File: config.mk
export PLATFORM = sky130hd
export DESIGN_NAME = delta_list_timer_queue_flat
export DESIGN_NICKNAME = d
export VERILOG_FILES = /design/src/hw/rtl/dltq_pkg.sv /design/src/hw/rtl/dltq_ifs.sv /design/src/hw/rtl/dltq_alu.sv /design/src/hw/rtl/dltq_mem.sv /design/src/hw/rtl/delta_list_timer_queue.sv /design/src/flat_wrapper.sv
export SDC_FILE = /design/constraint.sdc
export NUM_CORES = 1
export LEC_CHECK = 0
export ABC_AREA = 0
export BUFFER_PORTS_ARGS = -buffer_cell sky130_fd_sc_hd__buf_2
export CAP_MARGIN = 20
export CORE_MARGIN = 2
export CORE_UTILIZATION = 55
export CTS_BUF_LIST = sky130_fd_sc_hd__clkbuf_4 sky130_fd_sc_hd__clkbuf_8
export CTS_CLUSTER_DIAMETER = 40
export CTS_CLUSTER_SIZE = 16
export DETAILED_ROUTE_END_ITERATION = 8
export PLACE_DENSITY = 0.71
export SYNTH_ARGS = -nofsm -noshare
export SYNTH_HDL_FRONTEND = slang
export SYNTH_SLANG_ARGS = --single-unit
File: constraint.sdc
create_clock -name clk -period 8.1 [get_ports clk]
set_input_delay 1.62 -clock clk [delete_from_list [all_inputs] [get_ports clk]]
set_output_delay 1.62 -clock clk [all_outputs]
set_load 0.01 [all_outputs]
File: src/hw/rtl/dltq_pkg.sv
// shared types and constants of the delta list timer queue
// no dependencies
package dltq_pkg;

    localparam int TIMER_SLOTS_DEF = 16;
    localparam int DELAY_BITS_DEF  = 32;
    localparam int ID_W            = 4;
    localparam int ID_COUNT        = 16;
    localparam int AMOUNT_W        = 32;
    localparam int KIND_W          = 2;
    localparam int STATUS_W        = 2;

    typedef enum logic [KIND_W-1:0] {
        KIND_INSERT = 2'd0,
        KIND_REMOVE = 2'd1,
        KIND_TICK   = 2'd2
    } kind_t;

    typedef enum logic [STATUS_W-1:0] {
        ST_OK         = 2'd0,
        ST_QUEUED     = 2'd1,
        ST_NOT_QUEUED = 2'd2
    } status_t;

    typedef enum logic {
        ALU_SUB,
        ALU_ADD
    } alu_op_t;

    typedef enum logic [4:0] {
        S_IDLE,
        S_INS_RD,
        S_INS_CMP,
        S_INS_FIX,
        S_SHF_RD,
        S_SHF_WR,
        S_INS_PUT,
        S_RESP,
        S_REM_RD,
        S_REM_CMP,
        S_REM_SRD,
        S_REM_ADD,
        S_RSH_RD,
        S_RSH_WR,
        S_REM_END,
        S_TCK_RD,
        S_TCK_CMP,
        S_TCK_FIX,
        S_TCK_LAST,
        S_CMP_RD,
        S_CMP_WR
    } seq_state_t;

endpackage

File: src/hw/rtl/dltq_ifs.sv
// valid/ready channel interfaces for command and result transactions
// depends on dltq_pkg
interface dltq_in_if import dltq_pkg::*; ();
    logic                valid;
    logic                ready;
    logic [KIND_W-1:0]   kind;
    logic [ID_W-1:0]     timer_id;
    logic [AMOUNT_W-1:0] amount;

    modport source (output valid, output kind, output timer_id, output amount, input ready);
    modport sink   (input valid, input kind, input timer_id, input amount, output ready);
endinterface

interface dltq_out_if import dltq_pkg::*; ();
    logic                valid;
    logic                ready;
    logic [ID_W-1:0]     result_id;
    logic                expired;
    logic [STATUS_W-1:0] status;
    logic                last;

    modport source (output valid, output result_id, output expired, output status,
                    output last, input ready);
    modport sink   (input valid, input result_id, input expired, input status,
                    input last, output ready);
endinterface

File: src/hw/rtl/dltq_alu.sv
// shared add/subtract unit with borrow used for every delta update and compare
// depends on dltq_pkg
module dltq_alu import dltq_pkg::*; #(
    parameter int W = DELAY_BITS_DEF
) (
    input  alu_op_t      op,
    input  logic [W-1:0] a,
    input  logic [W-1:0] b,
    output logic [W-1:0] y,
    output logic         borrow
);

    logic [W:0] full;

    always_comb
    begin
        if (op == ALU_ADD)
        begin
            full = {1'b0, a} + {1'b0, b};
        end
        else
        begin
            full = {1'b0, a} - {1'b0, b};
        end
    end

    assign y      = full[W-1:0];
    // a < b when the subtraction wraps
    assign borrow = (op == ALU_SUB) && full[W];

endmodule

File: src/hw/rtl/dltq_mem.sv
// slot store: one write port, one read port with registered read data
// depends on dltq_pkg
module dltq_mem import dltq_pkg::*; #(
    parameter int DEPTH = TIMER_SLOTS_DEF,
    parameter int WIDTH = ID_W + DELAY_BITS_DEF
) (
    input  logic                     clk,
    input  logic                     wr_en,
    input  logic [$clog2(DEPTH)-1:0] wr_addr,
    input  logic [WIDTH-1:0]         wr_data,
    input  logic                     rd_en,
    input  logic [$clog2(DEPTH)-1:0] rd_addr,
    output logic [WIDTH-1:0]         rd_data
);

    logic [WIDTH-1:0] mem [DEPTH];

    always_ff @(posedge clk)
    begin
        if (wr_en)
        begin
            mem[wr_addr] <= wr_data;
        end
    end

    always_ff @(posedge clk)
    begin
        if (rd_en)
        begin
            rd_data <= mem[rd_addr];
        end
    end

endmodule

File: src/hw/rtl/delta_list_timer_queue.sv
// delta list timer queue: top level with the slot sequencer
// depends on dltq_pkg, dltq_ifs, dltq_alu and dltq_mem
//
// Holds up to TIMER_SLOTS numbered timers (ids 0..15) in expiry order; each
// slot stores only its delay beyond the slot in front of it. A command
// transaction on item is insert (kind 0), remove (kind 1) or tick (kind 2);
// kind 3 is dropped with no result. Insert and remove give one result with
// status ok, already queued or not queued. A tick gives one result per
// expired timer with expired set, last marking the final one, and nothing at
// all when no timer expires. Delays and gaps are unsigned and taken modulo
// 2^DELAY_BITS. item.ready is high only while the sequencer is idle, so one
// command is processed at a time; the result sits in an output register, so
// a new command is taken while the previous result waits. All slot work goes
// through one memory with a registered read port and one shared add/subtract
// unit; each slot visited is read, then compared or written. Insert walks
// and shifts slots, remove searches and shifts them, tick visits the expired
// slots and moves the remaining ones; each also waits while the result side
// stalls. The slot memory needs no clearing after reset: only slots below
// the queue length are ever read.
module delta_list_timer_queue import dltq_pkg::*; #(
    parameter int TIMER_SLOTS = TIMER_SLOTS_DEF,
    parameter int DELAY_BITS  = DELAY_BITS_DEF
) (
    input  logic       clk,
    input  logic       rst_n,
    dltq_in_if.sink    item,
    dltq_out_if.source result
);

    localparam int ADDR_W  = $clog2(TIMER_SLOTS);
    localparam int LEN_W   = $clog2(TIMER_SLOTS + 1);
    localparam int ENTRY_W = ID_W + DELAY_BITS;
    localparam int CUT_W   = (DELAY_BITS < AMOUNT_W) ? DELAY_BITS : AMOUNT_W;

    // sequencer state and working registers
    seq_state_t            state_reg, state_next;
    logic [ID_W-1:0]       id_reg, id_next;
    logic [DELAY_BITS-1:0] rest_reg, rest_next;   // remaining delay or gap
    logic [DELAY_BITS-1:0] save_reg, save_next;   // delta of the removed slot
    logic [LEN_W-1:0]      idx_reg, idx_next;
    logic [LEN_W-1:0]      pos_reg, pos_next;     // insert point, removed slot, expire count
    logic [LEN_W-1:0]      len_reg, len_next;
    logic [ID_COUNT-1:0]   mask_reg, mask_next;
    status_t               status_reg, status_next;
    logic                  pend_valid_reg, pend_valid_next;
    logic [ID_W-1:0]       pend_id_reg, pend_id_next;

    // output register
    logic                  out_valid_reg;
    logic [ID_W-1:0]       out_id_reg;
    logic                  out_expired_reg;
    status_t               out_status_reg;
    logic                  out_last_reg;
    logic                  out_load;
    logic [ID_W-1:0]       load_id;
    logic                  load_expired;
    status_t               load_status;
    logic                  load_last;
    logic                  out_free;

    // slot memory
    logic                  wr_en;
    logic [ADDR_W-1:0]     wr_addr;
    logic [ENTRY_W-1:0]    wr_data;
    logic                  rd_en;
    logic [ADDR_W-1:0]     rd_addr;
    logic [ENTRY_W-1:0]    rd_data;
    logic [ID_W-1:0]       rd_timer;
    logic [DELAY_BITS-1:0] rd_delta;

    // shared arithmetic
    alu_op_t               alu_op;
    logic [DELAY_BITS-1:0] alu_a;
    logic [DELAY_BITS-1:0] alu_b;
    logic [DELAY_BITS-1:0] alu_y;
    logic                  alu_borrow;

    logic [LEN_W-1:0]      idx_inc;
    logic [LEN_W-1:0]      idx_dec;
    logic [LEN_W-1:0]      src_idx;               // compaction source slot

    assign rd_timer = rd_data[ENTRY_W-1:DELAY_BITS];
    assign rd_delta = rd_data[DELAY_BITS-1:0];
    assign idx_inc  = idx_reg + 1'b1;
    assign idx_dec  = idx_reg - 1'b1;
    assign src_idx  = idx_reg + pos_reg;
    assign out_free = !out_valid_reg || result.ready;

    assign item.ready = (state_reg == S_IDLE);

    dltq_mem #(
        .DEPTH (TIMER_SLOTS),
        .WIDTH (ENTRY_W)
    ) u_dltq_mem (
        .clk     (clk),
        .wr_en   (wr_en),
        .wr_addr (wr_addr),
        .wr_data (wr_data),
        .rd_en   (rd_en),
        .rd_addr (rd_addr),
        .rd_data (rd_data)
    );

    dltq_alu #(
        .W (DELAY_BITS)
    ) u_dltq_alu (
        .op     (alu_op),
        .a      (alu_a),
        .b      (alu_b),
        .y      (alu_y),
        .borrow (alu_borrow)
    );

    // state register
    always_ff @(posedge clk or negedge rst_n)
    begin
        if (!rst_n)
        begin
            state_reg      <= S_IDLE;
            len_reg        <= '0;
            mask_reg       <= '0;
            pend_valid_reg <= 1'b0;
            out_valid_reg  <= 1'b0;
        end
        else
        begin
            state_reg      <= state_next;
            len_reg        <= len_next;
            mask_reg       <= mask_next;
            pend_valid_reg <= pend_valid_next;
            if (out_load)
            begin
                out_valid_reg <= 1'b1;
            end
            else if (result.ready)
            begin
                out_valid_reg <= 1'b0;
            end
        end
    end

    // working and payload registers, no reset needed
    always_ff @(posedge clk)
    begin
        id_reg      <= id_next;
        rest_reg    <= rest_next;
        save_reg    <= save_next;
        idx_reg     <= idx_next;
        pos_reg     <= pos_next;
        status_reg  <= status_next;
        pend_id_reg <= pend_id_next;
        if (out_load)
        begin
            out_id_reg      <= load_id;
            out_expired_reg <= load_expired;
            out_status_reg  <= load_status;
            out_last_reg    <= load_last;
        end
    end

    // next state and datapath control
    always_comb
    begin
        state_next      = state_reg;
        id_next         = id_reg;
        rest_next       = rest_reg;
        save_next       = save_reg;
        idx_next        = idx_reg;
        pos_next        = pos_reg;
        len_next        = len_reg;
        mask_next       = mask_reg;
        status_next     = status_reg;
        pend_valid_next = pend_valid_reg;
        pend_id_next    = pend_id_reg;

        out_load     = 1'b0;
        load_id      = id_reg;
        load_expired = 1'b0;
        load_status  = status_reg;
        load_last    = 1'b1;

        wr_en   = 1'b0;
        wr_addr = idx_reg[ADDR_W-1:0];
        wr_data = rd_data;
        rd_en   = 1'b0;
        rd_addr = idx_reg[ADDR_W-1:0];

        // default: remaining delay minus slot delta
        alu_op = ALU_SUB;
        alu_a  = rest_reg;
        alu_b  = rd_delta;

        unique case (state_reg)
            S_IDLE:
            begin
                if (item.valid)
                begin
                    id_next         = item.timer_id;
                    rest_next       = DELAY_BITS'(item.amount[CUT_W-1:0]);
                    idx_next        = '0;
                    pend_valid_next = 1'b0;
                    unique case (item.kind)
                        KIND_INSERT:
                        begin
                            if (mask_reg[item.timer_id] || (len_reg >= LEN_W'(TIMER_SLOTS)))
                            begin
                                status_next = ST_QUEUED;
                                state_next  = S_RESP;
                            end
                            else
                            begin
                                state_next = S_INS_RD;
                            end
                        end
                        KIND_REMOVE:
                        begin
                            if (!mask_reg[item.timer_id])
                            begin
                                status_next = ST_NOT_QUEUED;
                                state_next  = S_RESP;
                            end
                            else
                            begin
                                state_next = S_REM_RD;
                            end
                        end
                        KIND_TICK:
                        begin
                            state_next = S_TCK_RD;
                        end
                        default:
                        begin
                            state_next = S_IDLE;
                        end
                    endcase
                end
            end

            // insert: walk until the remaining delay is below a slot delta
            S_INS_RD:
            begin
                if (idx_reg == len_reg)
                begin
                    pos_next   = idx_reg;
                    state_next = S_SHF_RD;
                end
                else
                begin
                    rd_en      = 1'b1;
                    state_next = S_INS_CMP;
                end
            end
            S_INS_CMP:
            begin
                if (alu_borrow)
                begin
                    pos_next   = idx_reg;
                    state_next = S_INS_FIX;
                end
                else
                begin
                    rest_next  = alu_y;
                    idx_next   = idx_inc;
                    state_next = S_INS_RD;
                end
            end
            S_INS_FIX:
            begin
                // the slot behind the new one gives up the new delay
                alu_a      = rd_delta;
                alu_b      = rest_reg;
                wr_en      = 1'b1;
                wr_data    = {rd_timer, alu_y};
                idx_next   = len_reg;
                state_next = S_SHF_RD;
            end
            S_SHF_RD:
            begin
                if (idx_reg == pos_reg)
                begin
                    state_next = S_INS_PUT;
                end
                else
                begin
                    rd_en      = 1'b1;
                    rd_addr    = idx_dec[ADDR_W-1:0];
                    state_next = S_SHF_WR;
                end
            end
            S_SHF_WR:
            begin
                wr_en      = 1'b1;
                idx_next   = idx_dec;
                state_next = S_SHF_RD;
            end
            S_INS_PUT:
            begin
                wr_en             = 1'b1;
                wr_addr           = pos_reg[ADDR_W-1:0];
                wr_data           = {id_reg, rest_reg};
                len_next          = len_reg + 1'b1;
                mask_next[id_reg] = 1'b1;
                status_next       = ST_OK;
                state_next        = S_RESP;
            end

            // acknowledge of insert or remove
            S_RESP:
            begin
                if (out_free)
                begin
                    out_load   = 1'b1;
                    state_next = S_IDLE;
                end
            end

            // remove: find the slot, credit its successor, close the gap
            S_REM_RD:
            begin
                if (idx_reg == len_reg)
                begin
                    mask_next[id_reg] = 1'b0;
                    status_next       = ST_NOT_QUEUED;
                    state_next        = S_RESP;
                end
                else
                begin
                    rd_en      = 1'b1;
                    state_next = S_REM_CMP;
                end
            end
            S_REM_CMP:
            begin
                idx_next = idx_inc;
                if (rd_timer == id_reg)
                begin
                    pos_next   = idx_reg;
                    save_next  = rd_delta;
                    state_next = S_REM_SRD;
                end
                else
                begin
                    state_next = S_REM_RD;
                end
            end
            S_REM_SRD:
            begin
                if (idx_reg == len_reg)
                begin
                    state_next = S_REM_END;
                end
                else
                begin
                    rd_en      = 1'b1;
                    state_next = S_REM_ADD;
                end
            end
            S_REM_ADD:
            begin
                alu_op     = ALU_ADD;
                alu_a      = save_reg;
                alu_b      = rd_delta;
                wr_en      = 1'b1;
                wr_data    = {rd_timer, alu_y};
                idx_next   = pos_reg;
                state_next = S_RSH_RD;
            end
            S_RSH_RD:
            begin
                if (idx_inc == len_reg)
                begin
                    state_next = S_REM_END;
                end
                else
                begin
                    rd_en      = 1'b1;
                    rd_addr    = idx_inc[ADDR_W-1:0];
                    state_next = S_RSH_WR;
                end
            end
            S_RSH_WR:
            begin
                wr_en      = 1'b1;
                idx_next   = idx_inc;
                state_next = S_RSH_RD;
            end
            S_REM_END:
            begin
                len_next          = len_reg - 1'b1;
                mask_next[id_reg] = 1'b0;
                status_next       = ST_OK;
                state_next        = S_RESP;
            end

            // tick: expire front slots, one expired id held back to mark last
            S_TCK_RD:
            begin
                if (idx_reg == len_reg)
                begin
                    state_next = S_TCK_LAST;
                end
                else
                begin
                    rd_en      = 1'b1;
                    state_next = S_TCK_CMP;
                end
            end
            S_TCK_CMP:
            begin
                if (alu_borrow)
                begin
                    state_next = S_TCK_FIX;
                end
                else if (!pend_valid_reg || out_free)
                begin
                    if (pend_valid_reg)
                    begin
                        out_load     = 1'b1;
                        load_id      = pend_id_reg;
                        load_expired = 1'b1;
                        load_status  = ST_OK;
                        load_last    = 1'b0;
                    end
                    pend_valid_next     = 1'b1;
                    pend_id_next        = rd_timer;
                    mask_next[rd_timer] = 1'b0;
                    rest_next           = alu_y;
                    idx_next            = idx_inc;
                    state_next          = S_TCK_RD;
                end
            end
            S_TCK_FIX:
            begin
                // first survivor keeps what is left of its delta
                alu_a      = rd_delta;
                alu_b      = rest_reg;
                wr_en      = 1'b1;
                wr_data    = {rd_timer, alu_y};
                state_next = S_TCK_LAST;
            end
            S_TCK_LAST:
            begin
                if (!pend_valid_reg || out_free)
                begin
                    if (pend_valid_reg)
                    begin
                        out_load     = 1'b1;
                        load_id      = pend_id_reg;
                        load_expired = 1'b1;
                        load_status  = ST_OK;
                        load_last    = 1'b1;
                    end
                    pend_valid_next = 1'b0;
                    pos_next        = idx_reg;
                    idx_next        = '0;
                    if (idx_reg == '0)
                    begin
                        state_next = S_IDLE;
                    end
                    else
                    begin
                        state_next = S_CMP_RD;
                    end
                end
            end
            S_CMP_RD:
            begin
                if (src_idx == len_reg)
                begin
                    len_next   = len_reg - pos_reg;
                    state_next = S_IDLE;
                end
                else
                begin
                    rd_en      = 1'b1;
                    rd_addr    = src_idx[ADDR_W-1:0];
                    state_next = S_CMP_WR;
                end
            end
            S_CMP_WR:
            begin
                wr_en      = 1'b1;
                idx_next   = idx_inc;
                state_next = S_CMP_RD;
            end

            default:
            begin
                state_next = S_IDLE;
            end
        endcase
    end

    assign result.valid     = out_valid_reg;
    assign result.result_id = out_id_reg;
    assign result.expired   = out_expired_reg;
    assign result.status    = out_status_reg;
    assign result.last      = out_last_reg;

endmodule

File: src/flat_wrapper.sv
// flat-port wrapper written by rule: the top's interface ports become plain ports
module delta_list_timer_queue_flat import dltq_pkg::*;
#(
    parameter int TIMER_SLOTS = TIMER_SLOTS_DEF,
    parameter int DELAY_BITS  = DELAY_BITS_DEF
)
  (clk, rst_n, item_valid, item_kind, item_timer_id, item_amount, item_ready, result_valid, result_result_id, result_expired, result_status, result_last, result_ready);
  dltq_in_if item_i ();
  dltq_out_if result_i ();
  input  logic clk;
  input  logic rst_n;
  input wire logic [$bits(item_i.valid)-1:0] item_valid;
  input wire logic [$bits(item_i.kind)-1:0] item_kind;
  input wire logic [$bits(item_i.timer_id)-1:0] item_timer_id;
  input wire logic [$bits(item_i.amount)-1:0] item_amount;
  output wire logic [$bits(item_i.ready)-1:0] item_ready;
  output wire logic [$bits(result_i.valid)-1:0] result_valid;
  output wire logic [$bits(result_i.result_id)-1:0] result_result_id;
  output wire logic [$bits(result_i.expired)-1:0] result_expired;
  output wire logic [$bits(result_i.status)-1:0] result_status;
  output wire logic [$bits(result_i.last)-1:0] result_last;
  input wire logic [$bits(result_i.ready)-1:0] result_ready;
  assign item_i.valid = item_valid;
  assign item_i.kind = item_kind;
  assign item_i.timer_id = item_timer_id;
  assign item_i.amount = item_amount;
  assign item_ready = item_i.ready;
  assign result_valid = result_i.valid;
  assign result_result_id = result_i.result_id;
  assign result_expired = result_i.expired;
  assign result_status = result_i.status;
  assign result_last = result_i.last;
  assign result_i.ready = result_ready;
  delta_list_timer_queue #(.TIMER_SLOTS(TIMER_SLOTS), .DELAY_BITS(DELAY_BITS)) u_core (.clk(clk), .rst_n(rst_n), .item(item_i), .result(result_i));
endmodule
== Word-level counts from Yosys, hierarchy flattened ==
Memory sizes are Yosys's and may differ from the RTL's. A register that Yosys moved wholly into a read port is not among the register bits.
Index checks and enable logic that the tools add are counted.
Operators by class
  mux-type cells: 93
  reductions and logical operators: 39
  add/subtract/negate cells: 8
  order comparisons: 6
  equal/unequal tests: 42
  bitwise gates (word level): 9
Operators by type and width (number)
  $mux 32: 5
  $pmux 32 s3: 1
  $pmux 5 s18: 1
  $mux 5: 17
  $pmux 36 s2: 1
  $pmux 16 s4: 1
  $pmux 32 s2: 1
  $mux 16: 3
  $eq 5x4->1 const B: 8
  $pmux 5 s8: 1
  $mux 4: 9
  $add 32x32->33: 1
  $mux 33: 1
  $sub 32x32->33: 1
  $and 16x16->16: 2
  $not 16->16: 2
  $pmux 5 s3: 2
  $eq 5x5->1 const B: 5
  $mux 2: 12
  $mux 1: 22
  $eq 5x3->1 const B: 4
  $eq 5x5->1: 4
  $pmux 5 s4: 1
  $ne 2x1->1 const B: 8
  other kinds (46): 84
Storage, ports and cells
  bits in writable memories: 576
  memories kept: 1
  register bits after elaboration: 120
Memory list
  u_core.u_dltq_mem.mem: depth 16, bits a word 36, rd ports 1, clocked after Yosys merged registers in 1, wr ports 1, RTL line dltq_mem.sv:16  | logic [WIDTH-1:0] mem [DEPTH];

== Logic depth before layout (Yosys ltp) ==
Gate-level depths: netlist (run 1).
  depth in word-level cells: 9
  gate-level depth with buffers: 25
  mapped depth without buffers: 19

== Cells and area by module ==
From an unflattened synthesis (run 1), not the netlist that was laid out.
Unflattened totals
  cell total of the unflattened synthesis: 2275
  area total of the unflattened synthesis: 33554.7 um2
By module, submodules not included
  dltq_mem: sequential area each 18377.6 um2, area an instance 22679.3 um2, cells each 938, times used 1
  delta_list_timer_queue: sequential area each 3463.3 um2, area an instance 8404.3 um2, cells each 964, times used 1
  dltq_alu: sequential area each 0.0 um2, area an instance 2471.1 um2, cells each 373, times used 1

== Worst setup path after synthesis (run 1) ==
OpenSTA, ideal clock, no wires.
  path type: flip-flop to flip-flop
  from: register u_core.state_reg[1]
  to: register u_core.rest_reg[0], enable pin
  cell stages (with the launch flop): 26
  data required time: 7659 ps
  clock period less this slack: 7459 ps
  buffers on the path: 6
  path slack: 641 ps
  setup time: 441 ps
  arrival time: 7019 ps
  cell sequence: dfrtp_1 buf_2 xor2_1 nand2_1 clkbuf_1 clkbuf_1 buf_1 mux2i_1 ha_1 inv_1 a221oi_4 nand3_2 o21ai_0 xor2_1 ha_1 nand2_1 or4_1 nor2_1 o211a_1 o211ai_1 a31oi_1 or2_1 clkbuf_1 buf_2 o21bai_1 a31oi_1
Between the ends
  word-level cells in the longest chain between the ends: 8
  elaborated cells on any way between the ends: 21
RTL lines
  start, declared: RTL line delta_list_timer_queue.sv:36  | seq_state_t state_reg, state_next;
  start signal, assigned: RTL line delta_list_timer_queue.sv:127  | state_reg <= state_next;
  $eq 5x2->1 or $eq 5x5->1 (tied branches): RTL line delta_list_timer_queue.sv:193  | unique case (state_reg)
  $reduce_or 2->1 (no source line)
  $pmux 32 s2 or $mux 32 (tied branches): RTL line delta_list_timer_queue.sv:193
  $sub 32x32->33 or $add 32x32->33 (tied branches): RTL line dltq_alu.sv:23, dltq_alu.sv:19
  $mux 33: RTL line dltq_alu.sv:17  | if (op == ALU_ADD)
  $logic_and 1x1->1: RTL line dltq_alu.sv:29  | assign borrow = (op == ALU_SUB) && full[W];
  $ne 2x2->1 (no source line)
  $reduce_and 5->1 (no source line) (*)
  end signal, assigned: RTL line delta_list_timer_queue.sv:146  | rest_reg <= rest_next;
  end, declared: RTL line delta_list_timer_queue.sv:38  | logic [DELAY_BITS-1:0] rest_reg, rest_next;
Mark *: on every way between the ends. The rest lies on a longest branch, timed or not.
A chain may end at the register's enable or synchronous reset.

== Worst setup path in the final report (run 1) ==
  from: register u_core.state_reg[3]
  to: register u_core.rest_reg[11], enable pin
The elaborated chain is that of the path after synthesis.

==> summary.txt, run 1 <==
Layout
  – Largest register FFs: between 500 and 600
  – Most common cell after layout, fill and taps aside: edfxtp_1
  – Top flop regs: u_core.u_dltq_mem.mem (576), u_core.u_dltq_mem.rd_data (36)
  – Share of layout cells above drive strength 1: 12.2%
  – Area Overhead vs Synth: 10.3%
  – Fill count: between 4000 and 5000
  – Commonest non-fill, non-tap cells in the layout: edfxtp_1 (704), nand2_1 (440), nor2_1 (312)
  – NumNets Final: between 2000 and 3000
  – Reg with most FFs: u_core.u_dltq_mem.mem

Clocking
  – Cts hold-fix bufs: 0
  – Total CTS buffers: 96
  – CTS clk-pin slew, worst paths: approximately 60 ps
  – Clock latency on the worst-skew pair: around 740 ps
  – Post-CTS Setup Bufs: 0
  – CTS tree: yes
  – H-tree depth: 3
  – Clk sink count: 732
  – Root buffer cell: clkbuf_8
  – Clock Tree Buf Depth: 3
  – Post-CTS resize count: 0

Synthesis
  – Seq/Total Area, Yosys: approximately 64%
  – Avg Inst Size Synth: 12.0 um^2
  – Synth area leaders: edfxtp_1 (62%), nand2_1 (4.9%), nor2_1 (3.7%), mux2i_1 (2.4%), a21oi_1 (2.2%)
  – Async SR Flop Fraction: under 10%
  – Mapped cell area: 34000 um^2
  – Synth cell types: 78
  – Seq cells post-synth: around 730
  – Cells after synthesis: roughly 2800
  – YS warnings: 0
  – Post-synth EDFFs: between 700 and 800
  – Yosys top cell by area: edfxtp_1
  – Ys flop type: edfxtp_1
  – Yosys top cell area share: just over 60%
  – Syn_nets: just under 3000

Floorplan
  – Die area: ~64000 um^2
  – Num rows: slightly above 90
  – Die Width: about 250 um
  – I/O pin total: 52
  – Core area: roughly 61000 um^2
  – Starting density of the core: a little under three fifths
  – Die Y-Extent: 253 um

Outcome
  – Status: completed

Global routing
  – Layer with the highest usage: met2
  – GR Layer Usage met1: 42.6%
  – Antenna violations before repair: 4
  – Met2 capacity usage during global routing: 45.9%
  – GRT Util Overall: between 20 and 30%
  – First-pass GRT wire length: around 140000 um
  – Vias in the first global route: about 23000
  – Largest net degree at the start of global routing: around 190
  – Total gr overflow: 0
  – Met3 usage: around 4.5%

Detailed routing
  – Remaining DRCs: 0
  – TritonRoute pass-1 iters: 7
  – Routed Antenna Nets: 0
  – Post-Route WL: ~95000 um
  – Vias: 24200
  – DR vias/cell: approximately 6.4
  – DR iter-0 viols: ~2900
  – WL/cell: 25.3 um

Critical path
  – Kind of critical path: reg -> reg
  – CP max FO: 32
  – Critical Path Sink Type: register
  – Max incr delay on CP: 660 ps
  – CP Launch Type: register
  – Critical Path Slowest Stage Cell: nor3b_1
  – CP Cell Sequence: nor3b_1 > nand2_2 > buf_4 > mux2i_1 > ha_1 > inv_1 > a221oi_4 > nand3_2 > o21ai_0 > xor2_1 > ha_1 > nand2_1 > or4_1 > nor2_1 > o211a_1 > o211ai_1 > a31oi_1 > or2_1 > o2111ai_1 > a31oi_4 > buf_4
  – Worst Path Required: about 8400 ps
  – Crit path arrival time: 7050 ps

Timing
  – Final hold viol count: 0
  – Final setup vio count: 0
  – FMAX: 0.149 GHz
  – Minimum clock period: around 6700 ps
  – Slew Viols, Final: 0
  – Relative slew slack: roughly 29%
  – Skew final: about 68 ps
  – Setup TNS: 0 ps
  – RSZ-0062 raised after global routing: false
  – Least-Margin Pin Slew: ~1100 ps
  – Post-route clock period utilization: roughly 83%

Min path
  – HP Class: reg -> reg

Place
  – GPL Wtd Cong: 0.937
  – Input/output buffers: 51
  – DP HPWL: ~57000 um

Job
  – Max cap viols: 0
==> critical path: cells and delay by family (launching register included) <==
| family | cells | cell delay, ps |
|---|---|---|
| XOR/XNOR | 1 | 110 |
| multiplexers | 1 | 260 |
| buffers and inverters | 3 | 890 |
| adder cells (fa/ha/maj) | 2 | 730 |
| flip-flops | 1 | 390 |
| AND/OR/NAND/NOR | 7 | 2320 |
| AO/OA/AOI/OAI | 7 | 1650 |
==> synthesized netlist by cell type (29+ instances only) <==
master / count
ha_1: 44
mux2i_1: 82
a32oi_1: 31
a211oi_1: 43
o21ai_0: 134
nor3_1: 34
o22ai_1: 32
xnor2_1: 47
xor2_1: 43
nand2_1: 443
a32o_1: 30
inv_1: 29
edfxtp_1: 704
a22oi_1: 90
clkbuf_1: 133
a21oi_1: 152
nor2_1: 331
==> layer usage <==
layer | wire length [um] | share of wire, %
met5 | 13 | 0.014
met4 | 2250 | 2.4
met3 | 9460 | 10
met2 | 43800 | 46
met1 | 39400 | 42
==> per-stage QoR <==
stage | instances | instance area (um^2) | hold slack [ps] | setup slack [ps] | utilization [%]
floorplan | 2837 | 34000 | 449 | 641 | -
global placement | 3572 | 35300 | 530 | 1480 | 57.6
detailed placement | 3572 | 35300 | 534 | 1430 | 57.6
CTS | 3752 | 37500 | 545 | 1400 | 61.1
global route | 3754 | 37500 | 559 | 915 | 61.1
finish | 3754 | 37500 | 547 | 1390 | 61.1
==> cell families (layout without fill, tap and decap cells) <==
group,Yosys count,count (layout),share of synthesized area (%)
other,0,1,0
and+or+nand+nor,957,957,11.8
adders and majority gates,47,47,1.80
buffers and inverters,203,329,2.34
xor gates and xnor gates,91,91,2.38
AOI/OAI and AO/OA,707,707,14.3
DFF,732,732,64.2
muxes,100,100,3.17
==> final timing paths <==
kind | startpoint | end | slack (ps) | depth (start not counted)
worst max-delay path | u_core.state_reg[3] | u_core.rest_reg[11] | 1390 | 21
worst min-delay path | u_core.status_reg[1] | u_core.result.status[1] | 550 | 1
worst max register to register | u_core.state_reg[3] | u_core.rest_reg[11] | 1390 | 21
worst min register to register | u_core.status_reg[1] | u_core.result.status[1] | 550 | 1
max in group asynchronous | rst_n | u_core.state_reg[3] | 6620 | 1
min in group asynchronous | rst_n | u_core.mask_reg[14] | 970 | 1
==> cell type report <==
type	instances	area, um^2	share of cell area, %
clock buffer	104	1390	3.70
inverter	30	113	0.300
clock inverter	76	782	2.09
timing repair buffer	119	807	2.15
multi-input combinational	1902	11600	30.9
tap	790	988	2.64
antenna	1	2.50	0.00667
sequential	732	21800	58.2
Power of run 1 is not shown: default switching activity piles up to over one toggle a cycle in this logic, so the estimate is an artifact.
==> inputs of run 2 (changes only) <==
--- a/config.mk
+++ b/config.mk
@@ -14,7 +14,7 @@
 export CTS_CLUSTER_DIAMETER = 40
 export CTS_CLUSTER_SIZE = 16
 export DETAILED_ROUTE_END_ITERATION = 8
-export PLACE_DENSITY = 0.71
+export PLACE_DENSITY = 0.74
 export SYNTH_ARGS = -nofsm -noshare
 export SYNTH_HDL_FRONTEND = slang
 export SYNTH_SLANG_ARGS = --single-unit
==> constraint.sdc (replaced) <==
create_clock -name clk -period 6 [get_ports clk]
set_input_delay 1.2 -clock clk [delete_from_list [all_inputs] [get_ports clk]]
set_output_delay 1.2 -clock clk [all_outputs]
set_load 0.01 [all_outputs]
==> run 2 against run 1 <==
- critical path depth decreased by 2
- die area unchanged
- setup slack worse by 1200 ps
- core utilization grew 0.86 points
- routed wire length shrank 0.83%
- cell area increased by 1.4%
- worst hold slack lost 22 ps
- final cell count increased by 1.3%
- via count rose by 2.5%
- register-to-register slack got worse by 1200 ps
==> summary.txt, run 2 (synthesis gave the netlist of run 1 again) <==
Timing
  – RSZ-0062 raised after global routing: false (unchanged)
  – Relative slew slack: 26.0% (was 29.3%)
  – Final hold viol count: 0 (unchanged)
  – Post-route clock period utilization: 96.3% (was 82.9%)
  – Slew Viols, Final: 0 (unchanged)
  – Minimum clock period: 5780 ps (was 6710 ps)
  – Final setup vio count: 0 (unchanged)
  – Skew final: 77.7 ps (was 67.9 ps)
  – FMAX: 0.173 GHz (was 0.149 GHz)
  – Least-Margin Pin Slew: 1110 ps (was 1060 ps)
  – Setup TNS: 0 ps (unchanged)

Global routing
  – Layer with the highest usage: met2 (unchanged)
  – Largest net degree at the start of global routing: 103 (was 189)
  – Met3 usage: 4.68% (was 4.46%)
  – First-pass GRT wire length: 141000 um (about the same)
  – Total gr overflow: 0 (unchanged)
  – GR Layer Usage met1: 41.2% (was 42.6%)
  – Met2 capacity usage during global routing: 45.4% (was 45.9%)
  – Antenna violations before repair: 1 (was 4)
  – Vias in the first global route: 23900 (was 23200)
  – GRT Util Overall: 29.2% (was 29.4%)

Clocking
  – Root buffer cell: clkbuf_8 (unchanged)
  – Total CTS buffers: 100 (was 96)
  – H-tree depth: 3 (unchanged)
  – Clock Tree Buf Depth: 3 (unchanged)
  – CTS clk-pin slew, worst paths: 80 ps (was 60 ps)
  – Cts hold-fix bufs: 0 (unchanged)
  – Clock latency on the worst-skew pair: 740 ps (about the same)
  – Post-CTS Setup Bufs: 0 (unchanged)
  – CTS tree: yes (unchanged)
  – Clk sink count: 732 (unchanged)
  – Post-CTS resize count: 0 (unchanged)

Layout
  – Reg with most FFs: u_core.u_dltq_mem.mem (unchanged)
  – Final Util: 62.0% (was 61.1%)
  – Area Overhead vs Synth: 11.8% (was 10.3%)
  – Fill count: 4639 (was 4696)
  – Largest register FFs: 576 (unchanged)
  – NumNets Final: 3012 (was 2970)
  – Area of the multi-input gates: 11600 um^2 (about the same)
  – Most common cell after layout, fill and taps aside: edfxtp_1 (unchanged)
  – Commonest non-fill, non-tap cells in the layout: edfxtp_1 (704), nand2_1 (441), nor2_1 (312) (was edfxtp_1 (704), nand2_1 (440), nor2_1 (312))
  – Top flop regs: u_core.u_dltq_mem.mem (576), u_core.u_dltq_mem.rd_data (36) (unchanged)
  – Register area: 21800 um^2 (unchanged)
  – Share of layout cells above drive strength 1: 13.8% (was 12.2%)
  – Post-route cell area: 38000 um^2 (was 37500 um^2)

Detailed routing
  – Remaining DRCs: 0 (unchanged)
  – Vias: 24800 (was 24200)
  – WL/cell: 24.8 um (was 25.3 um)
  – Routed Antenna Nets: 0 (unchanged)
  – DR iter-0 viols: 3053 (was 2920)
  – Post-Route WL: 94200 um (was 95000 um)
  – DR vias/cell: 6.52 (was 6.44)
  – TritonRoute pass-1 iters: 6 (was 7)

Outcome
  – Status: completed (unchanged)

Critical path
  – Worst Path Required: 6560 ps (was 8440 ps)
  – CP Launch Type: register (unchanged)
  – CP max FO: 53 (was 32)
  – Kind of critical path: reg -> reg (unchanged)
  – R2R depth: 19 (was 21)
  – Critical Path Sink Type: register (unchanged)
  – Crit path arrival time: 6340 ps (was 7050 ps)

Floorplan
  – Core area: 61400 um^2 (unchanged)
  – Die Y-Extent: 253 um (unchanged)
  – I/O pin total: 52 (unchanged)
  – Die area: 63800 um^2 (unchanged)
  – Starting density of the core: 55.4% (unchanged)
  – Die Width: 253 um (unchanged)
  – Num rows: 91 (unchanged)

Place
  – DP HPWL: 57500 um (was 57400 um)
  – Input/output buffers: 51 (unchanged)
  – Area after DPL: 35700 um^2 (was 35300 um^2)
  – GPL Wtd Cong: 0.938 (was 0.937)

Job
  – Max cap viols: 0 (unchanged)

Min path
  – HP Class: in -> async (was reg -> reg)
## run 2: layout make-up
cell class                 instances  area share, %
sequential                       732           57.4
multi-input combinational       1902           30.5
clock buffer                     106           3.79
timing repair buffer             157           3.09
tap                              790           2.60
clock inverter                    83           2.30
inverter                          30          0.296
antenna                            1        0.00658
## run 2: critical path, stage by stage, from the launching register on
cell and delay [ps]:
dfrtp_1 430, xnor2_1 530, nor2_4 100, buf_12 220
nor2_4 520, nand2_1 120, nand2_1 100, ha_1 160
inv_1 60, fa_1 460, nand2b_1 160, a21oi_1 270
o311a_1 290, o21ai_0 110, o21ai_0 340, a21oi_1 200
o31ai_1 360, mux2i_1 160, o21ai_0 690, buf_4 340
## run 2: metal layers
metal | part of all wire (%) | wire [um] | vias to the layer above
met5 | 0 | 0 | -
met2 | 46 | 43600 | 1475
met4 | 3.7 | 3460 | 0
met1 | 40 | 37800 | 12100
met3 | 9.9 | 9280 | 255
li1 | - | - | 10900
## run 2: path summary, 6_finish.rpt
kind | startpoint | endpoint | slack (ps)
worst max-delay path | u_core.state_reg[4] | u_core.u_dltq_mem.mem[11][22] | 220
worst min-delay path | rst_n | u_core.mask_reg[15] | 530
worst max register to register | u_core.state_reg[4] | u_core.u_dltq_mem.mem[11][22] | 220
worst min register to register | u_core.status_reg[0] | u_core.result.status[0] | 550
max in group asynchronous | rst_n | u_core.state_reg[0] | 4990
min in group clk | u_core.status_reg[0] | u_core.result.status[0] | 550
## run 2: through the flow
step / cells / setup WS (ps) / hold slack, ps
finish: 3801 / 220 / 525
floorplan: 2837 / 23.5 / 449
global route: 3801 / 0.418 / 558
detailed placement: 3611 / 452 / 532
CTS: 3800 / 413 / 498
global placement: 3611 / 491 / 526
Power of run 2 is left out for the same reason.
